**config.mk**
```make
export PLATFORM = sky130hd
export DESIGN_NAME = lru_page_replacement_unit
export DESIGN_NICKNAME = d
export VERILOG_FILES = /design/src/hw/rtl/lrupr_pkg.sv /design/src/hw/rtl/lrupr_cell.sv /design/src/hw/rtl/lru_page_replacement_unit.sv
export SDC_FILE = /design/constraint.sdc
export NUM_CORES = 1
export LEC_CHECK = 0
export BUFFER_PORTS_ARGS = -buffer_cell sky130_fd_sc_hd__buf_2
export CAP_MARGIN = 20
export CORE_MARGIN = 5
export CORE_UTILIZATION = 50
export CTS_CLUSTER_DIAMETER = 60
export DETAILED_ROUTE_END_ITERATION = 7
export HOLD_SLACK_MARGIN = 0.06
export PLACE_DENSITY = 0.73
export SYNTH_ARGS = -nofsm -noshare
export SYNTH_HDL_FRONTEND = slang
export SYNTH_SLANG_ARGS = --single-unit
export TNS_END_PERCENT = 100
```
**constraint.sdc**
```tcl
create_clock -name clk -period 4.4 [get_ports clk]
set_clock_uncertainty 0.15 [all_clocks]
set_input_delay 0 -clock clk [delete_from_list [all_inputs] [get_ports clk]]
set_output_delay 0 -clock clk [all_outputs]
set_load 0.02 [all_outputs]
```
**src/hw/rtl/lrupr_pkg.sv**
```systemverilog
// shared types and constants of the lru page replacement unit
package lrupr_pkg;

  localparam int FRAMES    = 8;
  localparam int PAGE_BITS = 16;
  localparam int CFG_W     = 4;
  localparam int IDX_W     = (FRAMES > 1) ? $clog2(FRAMES) : 1;
  localparam int RANK_W    = IDX_W;
  localparam int CNT_W     = $clog2(FRAMES + 1);
  localparam int NUM_W     = (CNT_W > CFG_W) ? CNT_W : CFG_W;

  typedef logic [PAGE_BITS-1:0] page_t;
  typedef logic [IDX_W-1:0]     idx_t;
  typedef logic [RANK_W-1:0]    rank_t;
  typedef logic [NUM_W-1:0]     num_t;

  // running result of the search, handed from cell to cell
  typedef struct packed {
    logic  hit;
    idx_t  hit_idx;
    rank_t hit_rank;
    logic  empty;
    idx_t  empty_idx;
    idx_t  best_idx;
    rank_t best_rank;
    page_t best_page;
  } scan_rec_t;

  // update broadcast to every cell
  typedef struct packed {
    logic  en;
    idx_t  slot;
    rank_t limit;
    logic  lim_all;
    logic  write;
    page_t page;
  } upd_t;

endpackage

```
**src/hw/rtl/lrupr_cell.sv**
```systemverilog
// one frame cell: page, valid and recency rank, plus one stage of the search chain
module lrupr_cell (
  input  logic                  clk,
  input  logic                  rst_n,
  input  lrupr_pkg::idx_t       cell_idx,
  input  lrupr_pkg::num_t       n_active,
  input  lrupr_pkg::page_t      cmp_page,
  input  logic                  clear,
  input  lrupr_pkg::upd_t       upd,
  input  lrupr_pkg::scan_rec_t  rec_i,
  output lrupr_pkg::scan_rec_t  rec_o
);

  lrupr_pkg::page_t     page_r;
  logic                 valid_r;
  lrupr_pkg::rank_t     rank_r;
  lrupr_pkg::scan_rec_t rec_nxt;
  logic                 active;

  assign active = (lrupr_pkg::NUM_W'(cell_idx) < n_active);

  always_comb begin
    rec_nxt = rec_i;
    if (!rec_i.hit && active && valid_r && (page_r == cmp_page)) begin
      rec_nxt.hit      = 1'b1;
      rec_nxt.hit_idx  = cell_idx;
      rec_nxt.hit_rank = rank_r;
    end
    if (!rec_i.empty && active && !valid_r) begin
      rec_nxt.empty     = 1'b1;
      rec_nxt.empty_idx = cell_idx;
    end
    // first cell seeds the oldest candidate
    if (active && ((cell_idx == '0) || (rank_r > rec_i.best_rank))) begin
      rec_nxt.best_idx  = cell_idx;
      rec_nxt.best_rank = rank_r;
      rec_nxt.best_page = page_r;
    end
  end

  always_ff @(posedge clk) begin
    rec_o <= rec_nxt;
  end

  always_ff @(posedge clk) begin
    if (upd.en && (upd.slot == cell_idx) && upd.write) begin
      page_r <= upd.page;
    end
  end

  always_ff @(posedge clk) begin
    if (!rst_n || clear) begin
      valid_r <= 1'b0;
      rank_r  <= '0;
    end else if (upd.en) begin
      if (upd.slot == cell_idx) begin
        rank_r <= '0;
        if (upd.write) begin
          valid_r <= 1'b1;
        end
      end else if (valid_r && (upd.lim_all || (rank_r < upd.limit))) begin
        rank_r <= rank_r + 1'b1;
      end
    end
  end

endmodule

```
**src/hw/rtl/lru_page_replacement_unit.sv**
```systemverilog
// top level of the lru page replacement unit
// Fully associative LRU frame set fed by a stream of page references. Each
// accepted reference yields one result: hit, slot, evicted page and fault
// count. Every frame lives in a cell of a chain; the search result (first hit,
// first empty frame, oldest frame) walks the chain one cell per cycle, then
// a broadcast update writes pages, valid bits and ranks. The result enters
// the output register with that update; the next reference is taken once
// the result is in the output register, so no new reference is taken while
// one is still in progress. A result that waits on out_tready stalls only
// the final update. new_run in in_tuser clears all frames and the fault count
// before that reference. The active_frames register (cfg port, values 0 and
// above FRAMES act as 1 and FRAMES) should only be written while no reference
// is in progress.
module lru_page_replacement_unit (
  input  logic        clk,
  input  logic        rst_n,
  // config write: active_frames
  input  logic        cfg_valid,
  output logic        cfg_ready,
  input  logic [3:0]  cfg_data,
  // input stream
  input  logic        in_tvalid,
  output logic        in_tready,
  input  logic [15:0] in_tdata,   // [15:0] page
  input  logic        in_tuser,   // [0] new_run
  // result stream
  output logic        out_tvalid,
  input  logic        out_tready,
  output logic [55:0] out_tdata   // [0] hit, [3:1] slot, [4] evicted_valid,
                                  // [20:5] evicted_page, [52:21] fault_count,
                                  // [55:53] zero
);

  typedef enum logic [1:0] {S_IDLE, S_SCAN, S_UPD} state_t;

  state_t                 state_r;
  lrupr_pkg::idx_t        cnt_r;
  lrupr_pkg::page_t       page_r;
  logic [31:0]            fault_r;
  logic [lrupr_pkg::CFG_W-1:0] active_r;
  logic                   out_tvalid_r;
  logic                   o_hit_r;
  logic [2:0]             o_slot_r;
  logic                   o_ev_r;
  logic [15:0]            o_ev_page_r;
  logic [31:0]            o_fault_r;

  logic                   in_xfer;
  logic                   clear;
  logic                   upd_go;
  lrupr_pkg::num_t        cfg_ext;
  lrupr_pkg::num_t        n_active;
  lrupr_pkg::upd_t        upd;
  lrupr_pkg::scan_rec_t   rec_init;
  lrupr_pkg::scan_rec_t   rec [lrupr_pkg::FRAMES];
  lrupr_pkg::scan_rec_t   fin;

  // config register, always ready
  assign cfg_ready = 1'b1;

  always_ff @(posedge clk) begin
    if (!rst_n) begin
      active_r <= lrupr_pkg::CFG_W'(8);
    end else if (cfg_valid) begin
      active_r <= cfg_data;
    end
  end

  // clamp active count into 1..FRAMES
  assign cfg_ext = lrupr_pkg::NUM_W'(active_r);
  always_comb begin
    priority if (cfg_ext == '0) begin
      n_active = lrupr_pkg::NUM_W'(1);
    end else if (cfg_ext > lrupr_pkg::NUM_W'(lrupr_pkg::FRAMES)) begin
      n_active = lrupr_pkg::NUM_W'(lrupr_pkg::FRAMES);
    end else begin
      n_active = cfg_ext;
    end
  end

  assign in_tready = (state_r == S_IDLE);
  assign in_xfer   = in_tvalid && in_tready;
  assign clear     = in_xfer && in_tuser;
  assign upd_go    = (state_r == S_UPD) && (!out_tvalid_r || out_tready);

  // search record entering the first cell
  always_comb begin
    rec_init = '0;
  end

  assign fin = rec[lrupr_pkg::FRAMES-1];

  // update decision from the record leaving the last cell
  always_comb begin
    upd         = '0;
    upd.en      = upd_go;
    upd.page    = page_r;
    priority if (fin.hit) begin
      upd.slot  = fin.hit_idx;
      upd.limit = fin.hit_rank;
    end else if (fin.empty) begin
      upd.slot    = fin.empty_idx;
      upd.lim_all = 1'b1;
      upd.write   = 1'b1;
    end else begin
      upd.slot  = fin.best_idx;
      upd.limit = fin.best_rank;
      upd.write = 1'b1;
    end
  end

  // the cell chain
  for (genvar k = 0; k < lrupr_pkg::FRAMES; k++) begin : g_cell
    lrupr_pkg::scan_rec_t rec_in;
    if (k == 0) begin : g_first
      assign rec_in = rec_init;
    end else begin : g_next
      assign rec_in = rec[k-1];
    end
    lrupr_cell u_cell (
      .clk      (clk),
      .rst_n    (rst_n),
      .cell_idx (lrupr_pkg::IDX_W'(k)),
      .n_active (n_active),
      .cmp_page (page_r),
      .clear    (clear),
      .upd      (upd),
      .rec_i    (rec_in),
      .rec_o    (rec[k])
    );
  end

  // sequencer: accept, walk the chain, update and publish
  always_ff @(posedge clk) begin
    if (!rst_n) begin
      state_r      <= S_IDLE;
      cnt_r        <= '0;
      fault_r      <= '0;
      out_tvalid_r <= 1'b0;
    end else begin
      if (upd_go) begin
        out_tvalid_r <= 1'b1;
      end else if (out_tready) begin
        out_tvalid_r <= 1'b0;
      end
      unique case (state_r)
        S_IDLE: begin
          if (in_xfer) begin
            state_r <= S_SCAN;
            cnt_r   <= '0;
            if (in_tuser) begin
              fault_r <= '0;
            end
          end
        end
        S_SCAN: begin
          if (cnt_r == lrupr_pkg::IDX_W'(lrupr_pkg::FRAMES - 1)) begin
            state_r <= S_UPD;
          end else begin
            cnt_r <= cnt_r + 1'b1;
          end
        end
        S_UPD: begin
          if (upd_go) begin
            state_r <= S_IDLE;
            if (!fin.hit && (fault_r != '1)) begin
              fault_r <= fault_r + 32'd1;
            end
            // result fields for the output register
            o_hit_r     <= fin.hit;
            o_slot_r    <= 3'(upd.slot);
            o_ev_r      <= !fin.hit && !fin.empty;
            o_ev_page_r <= (!fin.hit && !fin.empty) ? 16'(fin.best_page) : 16'd0;
            o_fault_r   <= (!fin.hit && (fault_r != '1)) ? fault_r + 32'd1 : fault_r;
          end
        end
        default: begin
          state_r <= S_IDLE;
        end
      endcase
    end
  end

  // payload register
  always_ff @(posedge clk) begin
    if (in_xfer) begin
      page_r <= lrupr_pkg::PAGE_BITS'(in_tdata);
    end
  end

  assign out_tvalid = out_tvalid_r;
  assign out_tdata  = {3'b000, o_fault_r, o_ev_page_r, o_ev_r, o_slot_r, o_hit_r};

endmodule

```
# After elaboration in Yosys (flattened, before gate mapping)

Index checks and enable logic that the tools add are counted.

$add $sub $neg: 10
$lt $le $gt $ge: 24
Equality and inequality tests: 24
Muxes and demuxes: 53
Reductions and logical operators: 144

Operators with widths:

| cell                                                | number |
|---|---|
| 2-to-1 mux 19 bit                                   | 7 |
| equality test 16 bit                                | 8 |
| 2-to-1 mux 32 bit                                   | 4 |
| 2-to-1 mux 3 bit                                    | 27 |
| logical AND 1 bit                                   | 74 |
| one-hot mux 32 bit (2 select lines)                 | 1 |
| AND reduction 3 bit                                 | 11 |
| adder 32 x 1 -> 32 bit, second input constant       | 1 |
| inequality test 32 bit, second input constant       | 1 |
| adder 3 x 1 -> 3 bit, second input constant         | 9 |
| zero test 1 bit                                     | 26 |
| < comparator 3 bit                                  | 8 |
| nonzero test 2 bit                                  | 11 |
| greater-than comparator 3 bit                       | 7 |
| < comparator 3 x 4 -> 1 bit, first input constant   | 4 |
| AND reduction 2 bit                                 | 8 |
| equality test 3 bit, second input constant          | 5 |
| 2-to-1 mux 4 bit                                    | 3 |
| logical OR 1 bit                                    | 10 |
| < comparator 1 x 4 -> 1 bit, first input constant   | 2 |
| < comparator 2 x 4 -> 1 bit, first input constant   | 2 |
| 2-to-1 mux 2 bit                                    | 4 |
| 2-to-1 mux 7 bit                                    | 1 |
| equality test 3 x 2 -> 1 bit, second input constant | 2 |
| other kinds (14)                                    | 19 |

Flip-flop bits (word level): 528
Input port bits: 26
Output and inout bits: 59
Logic and storage cells: 353

# Depth between registers and ports, before layout

Gate-level depths: netlist of the first run.

Depth after elaboration: 8
Gate-level depth with buffers: 11
Gate-level depth less buffers: 8

# By module

A second synthesis of the first run with hierarchy kept.

Cells, all modules: 1767
Area, all modules: 22442.8 um^2

By module, submodules not included:

| module                    | instances | cells each | area an instance (um^2) | seq. area each (um^2) |
|---|---|---|---|---|
| lrupr_cell                | 8         | 163        | 2170.8                  | 1221.2 |
| lru_page_replacement_unit | 1         | 463        | 5076.1                  | 2912.8 |

# Worst setup path before layout of the first run

Ideal clock, no wire load.

Kind: register to register
Start point: register g_cell[7].u_cell.rec_o[32] (netlist bit)
End point: register g_cell[3].u_cell.page_r[0] (enable)
Library setup time: 412 ps
Arrival time: 2454 ps
Required time: 3838 ps
Path slack: 1385 ps
Stages on the path, launching flop included: 8
Path buffers: 3
Period minus slack after synthesis: 3015 ps
Cell sequence: dfxtp_1 -> buf_2 -> buf_2 -> o21a_1 -> inv_1 -> buf_2 -> nand3_1 -> nor3_1

RTL lines:

| element                  | RTL line         | RTL |
|---|---|---|
| start: declaration       | lrupr_cell.sv:11 | `output lrupr_pkg::scan_rec_t rec_o` |
| start signal: assignment | lrupr_cell.sv:42 | `rec_o <= rec_nxt;` |
| end signal: assignment   | lrupr_cell.sv:47 | `page_r <= upd.page;` |
| end: declaration         | lrupr_cell.sv:14 | `lrupr_pkg::page_t page_r;` |

# Final worst setup path of the first run

Start point: register g_cell[7].u_cell.rec_o[32] (netlist bit)
End point: register g_cell[1].u_cell.rank_r[2]

Longest elaborated chain between the ends: 6
Elaborated cells on any way between the ends: 9
Classes of those cells: 1 x order compare; 1 x eq/ne; 3 x mux; 4 x reduce/logical

RTL lines:

| element                              | RTL line                        | RTL |
|---|---|---|
| 2-to-1 mux 6 bit                     | lru_page_replacement_unit.sv:98 | `priority if (fin.hit) begin` |
| < comparator 3 bit                   | lrupr_cell.sv:61                | `end else if (valid_r && (upd.lim_all \|\| (rank_r < upd.limit))) begin` |
| logical OR 1 bit                     | lrupr_cell.sv:61                |  |
| logical AND 1 bit                    | lrupr_cell.sv:61                |  |
| nonzero test 2 bit (no source line)  | -                               |  |
| AND reduction 2 bit (no source line) | -                               |  |
| end signal: assignment               | lrupr_cell.sv:62                | `rank_r <= rank_r + 1'b1;` |
| end: declaration                     | lrupr_cell.sv:16                | `lrupr_pkg::rank_t rank_r;` |

Parallel ways exist; a longest one is shown, timed or not.
A chain may end at the register's enable or synchronous reset.

==> metrics.md, run 1 <==
| Metric | Value |
|---|---|
| Hold slack | `0.175 ns` |
| Cell area after synthesis | `20500 sq um` |
| Final Max Slew Viols | `0` |
| Worst Hold Class | `in -> reg` |
| Leak pwr | `9.00 nW` |
| Std-Cell Core Area | `40700 sq um` |
| Most used cell, CP | `a31oi_1` |
| Clock H-tree levels | `2` |
| Root Driver | `clkbuf_16` |
| Initial Utilization | `0.504` |
| Seq cells post-synth | `514` |
| Worst-path fanout max | `28` |
| Layout Nets | `1841` |
| Initial antenna violation count | `0` |
| Nature of the critical path startpoint | `flip-flop` |
| Total power | `9.55 mW` |
| Vias | `12700` |
| Commonest cells post-synth | `317 x dfxtp_1, 197 x edfxtp_1, 156 x mux2_2, 85 x xor2_1, 72 x xnor2_1` |
| Predominant post-synthesis flop cell | `dfxtp_1` |
| Register area share after synthesis | `0.597` |
| Largest area contributor in the netlist | `dfxtp_1` |
| Height of the die | `213 microns` |
| # IOs | `85` |
| Tcrit/Tclk final | `0.671` |
| Area grow syn2layout | `15.8%` |
| Diodes inserted | `0` |
| CP Data Arrival Time | `3.31 ns` |
| # clock sinks | `514` |
| Reg-to-reg startpoint | `g_cell[7].u_cell.rec_o[32]$_SDFF_PP1_` |
| Vias in the first global route | `12724` |
| Final setup fails | `0` |
| CP endpoint kind | `flip-flop` |
| Largest net degree at the start of global routing | `55` |
| GRT Util Overall | `0.195` |
| Pre-antenna DRT Iters | `5` |
| Required @ worst endpoint | `4.76 ns` |
| Synth Instances | `1644` |
| Hold Startpoint | `out_tready` |
| Setup Total Neg Slack | `0 ns` |
| Top delay family on crit path | `compound AO/OA/AOI/OAI gates` |
| CP peak stage delay | `0.83 ns` |
| Max Fclk | `339 MHz` |
| Buf+Inv Stages, Crit Path | `1` |
| VDD IR-drop max | `0.000350 V` |
| Outcome | `finished clean` |
| Least-Margin Pin Slew | `1.00 ns` |
| RSZ-0062 raised after global routing | `no` |
| Synth warnings | `0` |
| Post-synth EDFFs | `197` |
| Worst skew pair latency | `0.61 ns` |
| TritonCTS clock tree | `done` |
| I/O Buffers | `80` |
| Vias per cell | `5.42` |
| PwrDens | `402 nW/um^2` |
| Max_slew headroom | `0.331` |
| Gp weighted congestion | `0.885` |
| Yosys top cell area share | `0.309` |
| Post-DP HPWL | `31000 microns` |
| Most frequent cell after synthesis | `dfxtp_1` |
| Async SR Flop Fraction | `0` |
| Antenna Nets Post-Route | `0` |
| Die ar. | `45200 sq um` |
| Die X | `213 microns` |
| CTS max path bufs | `3` |
| Post-DR wirelength/cell | `18.7 microns` |
| Rows | `74` |
| Top cells by area, synth | `dfxtp_1 31%, edfxtp_1 29%, mux2_2 8.6%` |
| Syn_area_per_cell | `12.5 sq um` |
| CP Cell Sequence | `buf_4 > a22oi_1 > ha_1 > a21o_1 > a31oi_1 > o211a_1 > a41oi_1 > a31oi_1` |
| Minimum clock period after layout | `2.95 ns` |
| Max-Cap Viols | `0` |
| Total gr overflow | `0` |
| Slowest cell on crit path | `a22oi_1` |
| Post-Route WL | `43900 microns` |
| Share of cells above drive strength 1 | `0.231` |
| Num CTS Buffers | `52` |
| Crit Path Class | `reg -> reg` |
| First DRT Iteration DRCs | `955` |
| First-pass GRT wire length | `70200 microns` |
| DRC errors left | `0` |
| Cell variety after synth | `79` |
| Clk slew on worst S/H paths | `0.06 ns` |
| Final Hold Viols | `0` |
| Crit. Startpoint | `g_cell[7].u_cell.rec_o[32]$_SDFF_PP1_` |
## worst paths after layout
| kind | end | slack [ns] | depth (start not counted) |
|---|---|---|---|
| worst max register to register | g_cell[1].u_cell.rank_r[2]$_SDFFE_PP0P_ | 1.45 | 8 |
| worst min-delay path | state_r[1]$_SDFFE_PN0P_ | 0.18 | 5 |
| worst max-delay path | g_cell[1].u_cell.rank_r[2]$_SDFFE_PP0P_ | 1.45 | 8 |
| worst min register to register | g_cell[0].u_cell.rec_o[14]$_SDFF_PP0_ | 0.24 | 0 |
## power by group
| group | switching [mW] | internal (mW) | total [mW] |
|---|---|---|---|
| sequential | 0.0416 | 4.94 | 4.98 |
| clock | 1.81 | 2.56 | 4.37 |
| combinational | 0.110 | 0.0940 | 0.204 |
## cell type report
| cell class | instances | area (sq um) |
|---|---|---|
| sequential | 514 | 12300 |
| tap | 532 | 666 |
| fill | 3225 | 17000 |
| timing repair buffer | 166 | 1210 |
| clock inverter | 10 | 120 |
| multi-input combinational | 990 | 7740 |
| inverter | 43 | 163 |
| clock buffer | 87 | 1610 |
## worst min-delay path: cells and delay by family
| kind | cells | cell delay (ns) |
|---|---|---|
| and+or+nand+nor | 2 | 0.10 |
| AOI/OAI and AO/OA | 1 | 0.12 |
| buffers and inverters | 2 | 0.64 |
## timing repair
item | 4_1_cts | 5_1_grt
setup buffers | 0 | 0
endpoints found under the hold margin | 41 | 0
hold buffers | 50 | 0
gates resized for setup | 0 | 0
## stage by stage
| stage | setup slack (ns) | util | area (sq um) | instances |
|---|---|---|---|---|
| after floorplan | 1.38 | - | 20500 | 1646 |
| after detailed placement | 1.52 | 0.528 | 21500 | 2193 |
| after global routing | 1.29 | 0.583 | 23800 | 2342 |
| final | 1.45 | 0.583 | 23800 | 2342 |
| after global placement | 1.54 | 0.528 | 21500 | 2192 |
| after CTS | 1.48 | 0.583 | 23700 | 2340 |
## placed cells by master, fill, tap and decap left out, types with 7 or more instances in the layout
cell,n
dfxtp_1,317
edfxtp_1,197
mux2_2,156
xor2_1,85
buf_2,80
xnor2_1,72
nand2_1,69
clkbuf_16,54
dlygate4sd3_1,50
ha_1,48
inv_1,41
nor2_1,40
a21oi_1,40
nand3_1,37
nor4_1,36
o21ai_0,32
or2_2,32
buf_4,32
nand4_1,30
nor3_1,29
and2_1,25
a31oi_1,22
nor2b_1,20
clkbuf_1,20
nand2b_1,19
a21o_1,19
o21a_1,15
clkbuf_8,13
and3_1,11
mux2i_1,10
or3_1,9
nor3_2,8
o211ai_1,8
nor3b_1,7
## sequential cells by signal, indices dropped and copies added (netlist names), 4 cells and up
register and count:
o_ev_page_r 16, o_fault_r 32, active_r 4, g_cell.u_cell.rank_r 24, fault_r 32, g_cell.u_cell.page_r 128, g_cell.u_cell.rec_o 243, g_cell.u_cell.valid_r 8
page_r 16
## per-layer routing
| layer | wire (microns) | track usage | share of wire |
|---|---|---|---|
| met3 | 2280 | 0.0401 | 0.052 |
| met4 | 981 | 0.0510 | 0.022 |
| met2 | 20900 | 0.320 | 0.48 |
| met1 | 19800 | 0.266 | 0.45 |
| met5 | 0 | 0 | 0 |
## cell families after synthesis
kind of cell | share of synthesized area
muxes | 0.0905
and+or+nand+nor | 0.117
xor gates and xnor gates | 0.0678
other | 0.000366
adders and majority gates | 0.0293
AOI/OAI and AO/OA | 0.0667
DFF | 0.597
buffers and inverters | 0.0308
Power figures use the tool's default switching activity.
==> inputs of run 2 (changes only) <==
Settings changed: ABC_AREA set to 1.
Clock period 4.4 ns to 3 ns, I/O delays scaled along.
==> metrics.md, run 2 <==
| Metric | Value |
|---|---|
| Register area share after synthesis | `0.591 (was 0.597)` |
| Area grow syn2layout | `15.8% (about the same)` |
| Least-Margin Pin Slew | `0.873 ns (was 1.00 ns)` |
| Total gr overflow | `0 (unchanged)` |
| Most frequent cell after synthesis | `nand2_1 (was dfxtp_1)` |
| Clk slew on worst S/H paths | `0.06 ns (about the same)` |
| Num CTS Buffers | `51 (was 52)` |
| Largest net degree at the start of global routing | `67 (was 55)` |
| # clock sinks | `514 (unchanged)` |
| CTS max path bufs | `3 (unchanged)` |
| Post-synth EDFFs | `197 (unchanged)` |
| Worst-path fanout max | `20 (was 28)` |
| Worst Hold End | `out_tvalid$_SDFFE_PN0P_ (was state_r[1]$_SDFFE_PN0P_)` |
| CP Cell Sequence | `ha_1 > nand3_2 > nor2_4 > nand2_2 > nor2_4 > nand2_2 > nand2_4 > inv_2 > or2_0 > and2_1 (was buf_4 > a22oi_1 > ha_1 > a21o_1 > a31oi_1 > o211a_1 > a41oi_1 > a31oi_1)` |
| Gp weighted congestion | `0.950 (was 0.885)` |
| Synth warnings | `0 (unchanged)` |
| Reg-to-reg startpoint | `fault_r[0]$_SDFFE_PN0P_ (was g_cell[7].u_cell.rec_o[32]$_SDFF_PP1_)` |
| CP Data Arrival Time | `3.00 ns (was 3.31 ns)` |
| Die X | `214 microns (was 213 microns)` |
| Seq cells post-synth | `514 (unchanged)` |
| Die ar. | `45700 sq um (was 45200 sq um)` |
| First DRT Iteration DRCs | `1083 (was 955)` |
| Outcome | `finished clean (unchanged)` |
| I/O Buffers | `80 (unchanged)` |
| Sw Share | `0.210 (was 0.205)` |
| Buf+Inv Stages, Crit Path | `1 (unchanged)` |
| Setup Total Neg Slack | `0 ns (unchanged)` |
| Initial Utilization | `0.507 (was 0.504)` |
| Diodes inserted | `0 (unchanged)` |
| Tcrit/Tclk final | `0.936 (was 0.671)` |
| Worst hold path depth | `4 (was 5)` |
| Synth Instances | `2300 (was 1644)` |
| Std-Cell Core Area | `40900 sq um (was 40700 sq um)` |
| Reg2reg setup slack | `0.19 ns (was 1.45 ns)` |
| Seq pwr share | `0.518 (was 0.522)` |
| Most frequent cells in the layout | `646 x nand2_1, 317 x dfxtp_1, 287 x inv_1 (was 317 x dfxtp_1, 197 x edfxtp_1, 156 x mux2_2)` |
| Final setup fails | `0 (unchanged)` |
| Comb power frac | `0.028 (was 0.021)` |
| Slowest cell on crit path | `dfxtp_1 (was a22oi_1)` |
| Leak pwr | `10.6 nW (was 9.00 nW)` |
| RSZ-0062 raised after global routing | `no (unchanged)` |
| Vias per cell | `5.11 (was 5.42)` |
| Max-Cap Viols | `0 (unchanged)` |
| Pre-antenna DRT Iters | `5 (unchanged)` |
| Vias in the first global route | `15464 (was 12724)` |
| First-pass GRT wire length | `79400 microns (was 70200 microns)` |
| Worst skew pair latency | `0.60 ns (was 0.61 ns)` |
| Reg2reg end | `o_fault_r[31]$_DFFE_PP_ (was g_cell[1].u_cell.rank_r[2]$_SDFFE_PP0P_)` |
| Commonest non-fill, non-tap cell in the layout | `nand2_1 (was dfxtp_1)` |
| Largest regs | `g_cell.u_cell.rec_o x243, g_cell.u_cell.page_r x128 (unchanged)` |
| Multi-input logic area | `7030 sq um (was 7740 sq um)` |
| Cell variety after synth | `48 (was 79)` |
| Post-DR wirelength/cell | `16.5 microns (was 18.7 microns)` |
| Worst Hold Class | `in -> reg (unchanged)` |
| CP peak stage delay | `0.48 ns (was 0.83 ns)` |
| DRC errors left | `0 (unchanged)` |
| Vias | `15397 (was 12700)` |
| Max FFs per register | `243 (unchanged)` |
| Minimum clock period after layout | `2.81 ns (was 2.95 ns)` |
| Nature of the critical path startpoint | `flip-flop (unchanged)` |
| Fill cells | `3474 (was 3225)` |
| Hold Startpoint | `out_tready (unchanged)` |
| Cell area after synthesis | `20700 sq um (was 20500 sq um)` |
| Initial antenna violation count | `0 (unchanged)` |
| Share of cells above drive strength 1 | `0.104 (was 0.231)` |
| Layout Nets | `2516 (was 1841)` |
| CP endpoint kind | `flip-flop (unchanged)` |
| Post-DP HPWL | `36000 microns (was 31000 microns)` |
| Crit. Startpoint | `fault_r[0]$_SDFFE_PN0P_ (was g_cell[7].u_cell.rec_o[32]$_SDFF_PP1_)` |
| Predominant post-synthesis flop cell | `dfxtp_1 (unchanged)` |
| Max Fclk | `356 MHz (was 339 MHz)` |
| Post-Route WL | `49900 microns (was 43900 microns)` |
| Final Hold Viols | `0 (unchanged)` |
| TritonCTS clock tree | `done (unchanged)` |
| Height of the die | `214 microns (was 213 microns)` |
| GRT Util Overall | `0.219 (was 0.195)` |
| Worst reg-to-reg path cell count | `10 (was 8)` |
| Final Max Slew Viols | `0 (unchanged)` |
| Antenna Nets Post-Route | `0 (unchanged)` |
| PwrDens | `587 nW/um^2 (was 402 nW/um^2)` |
| # Post-CTS Setup Buffers | `0 (unchanged)` |
| Root Driver | `clkbuf_16 (unchanged)` |
| Max_slew headroom | `0.418 (was 0.331)` |
| # IOs | `85 (unchanged)` |
| VDD IR-drop max | `0.000578 V (was 0.000350 V)` |
| Largest Register | `g_cell.u_cell.rec_o (unchanged)` |
| Top delay family on crit path | `simple AND/OR/NAND/NOR gates (was compound AO/OA/AOI/OAI gates)` |
| Register Area | `12300 sq um (unchanged)` |
| Required @ worst endpoint | `3.19 ns (was 4.76 ns)` |
| Internal | `11.1 mW (was 7.59 mW)` |
| Yosys top cell area share | `0.306 (was 0.309)` |
| Clock H-tree levels | `2 (unchanged)` |
| Largest area contributor in the netlist | `dfxtp_1 (unchanged)` |
| Async SR Flop Fraction | `0 (unchanged)` |
| Clock Power Share | `0.454 (was 0.457)` |
| Switching power | `2.96 mW (was 1.96 mW)` |
| Final core occ | `0.587 (was 0.583)` |
| Crit Path Class | `reg -> reg (unchanged)` |
| Top cells by area, synth | `dfxtp_1 31%, edfxtp_1 29%, nand2_1 12% (was dfxtp_1 31%, edfxtp_1 29%, mux2_2 8.6%)` |
| Rows | `74 (unchanged)` |
| Syn_area_per_cell | `9.02 sq um (was 12.5 sq um)` |
| Commonest cells post-synth | `646 x nand2_1, 317 x dfxtp_1, 287 x inv_1, 197 x edfxtp_1, 165 x nor2_1 (was 317 x dfxtp_1, 197 x edfxtp_1, 156 x mux2_2, 85 x xor2_1, 72 x xnor2_1)` |
## run 2: cell types whose count changed in the layout (fill, tap and decap cells not counted), moves of 23 or more
cell     before  now
nand2_1      69  646
inv_1        41  287
mux2_2      156   17
nor2_1       40  163
o21ai_0      32  120
nand3_1      37  115
xnor2_1      72   21
xor2_1       85   44
nor4_1       36    4
a21oi_1      40   66
o22ai_1       6   29
## run 2: final cells by class
| cell class | count | area share |
|---|---|---|
| Timing Repair Buffer | 174 | 0.0515 |
| Clock buffer | 75 | 0.0637 |
| Inverter | 294 | 0.0459 |
| Tap cell | 532 | 0.0277 |
| Clock inverter | 20 | 0.00823 |
| Multi-Input combinational cell | 1407 | 0.293 |
| Sequential cell | 514 | 0.510 |
## run 2: layer usage
metal  global-route usage  vias to the layer above  wire, microns
met5                    0                        -              0
met3               0.0304                      133           2720
li1                     -                     7695              -
met2                0.383                      478          24400
met1                0.274                     7091          20700
met4               0.0941                        0           2130
## run 2: power groups by stage
stage | logic [mW] | registers, mW | clock network, mW
floorplan | 0.198 | 7.44 | 0
global placement | 0.337 | 7.45 | 0
detailed placement | 0.346 | 7.45 | 0
CTS | 0.394 | 7.30 | 6.52
global route | 0.431 | 7.30 | 6.81
finish | 0.399 | 7.30 | 6.39
## run 2: repair_timing
action	in CTS	in global routing
endpoints found under the setup margin	1	22
endpoints found under the hold margin	89	0
hold buffers	47	0
gates resized for setup	1	1
## run 2: kinds of logic (layout without fill, tap and decap cells)
kind of cell,after synthesis,after routing,share of synthesized area
other,2,4,0.000362
AOI/OAI and AO/OA,246,246,0.0653
adders and majority gates,48,48,0.0290
xor gates and xnor gates,65,65,0.0275
muxes,17,17,0.00923
buffers and inverters,381,563,0.0716
DFF,514,514,0.591
and+or+nand+nor,1027,1027,0.206
## run 2: worst register-to-register path: stages (launching register included)
cell and delay (ns):
dfxtp_1 0.48, ha_1 0.24, nand3_2 0.17, nor2_4 0.22, nand2_2 0.11, nor2_4 0.10
nand2_2 0.17, nand2_4 0.25, inv_2 0.23, or2_0 0.27, and2_1 0.16
## run 2: how the worst max path moves through the flow
stage | slack, ns | end | cells past startpoint
3_3_place_gp | 0.20 | o_fault_r[31]$_DFFE_PP_ | 10
2_1_floorplan | 0.04 | fault_r[0]$_SDFFE_PN0P_ | 8
4_1_cts | 0.09 | g_cell[3].u_cell.rank_r[2]$_SDFFE_PP0P_ | 13
5_1_grt | 0.02 | o_fault_r[31]$_DFFE_PP_ | 10
3_5_place_dp | 0.13 | g_cell[3].u_cell.rank_r[2]$_SDFFE_PP0P_ | 11
6_report | 0.19 | o_fault_r[31]$_DFFE_PP_ | 10
## run 2: stage by stage
step                hold slack [ns]  instance area, sq um  worst slack, ns  instances  total power, mW
global placement             0.0261                 21800            0.198       2874             7.79
floorplan                   -0.0511                 20700           0.0359       2302             7.64
CTS                           0.145                 24000           0.0928       3016             14.2
detailed placement           0.0281                 21800            0.130       2874             7.80
global route                  0.196                 24000           0.0211       3016             14.5
finish                        0.173                 24000            0.192       3016             14.1
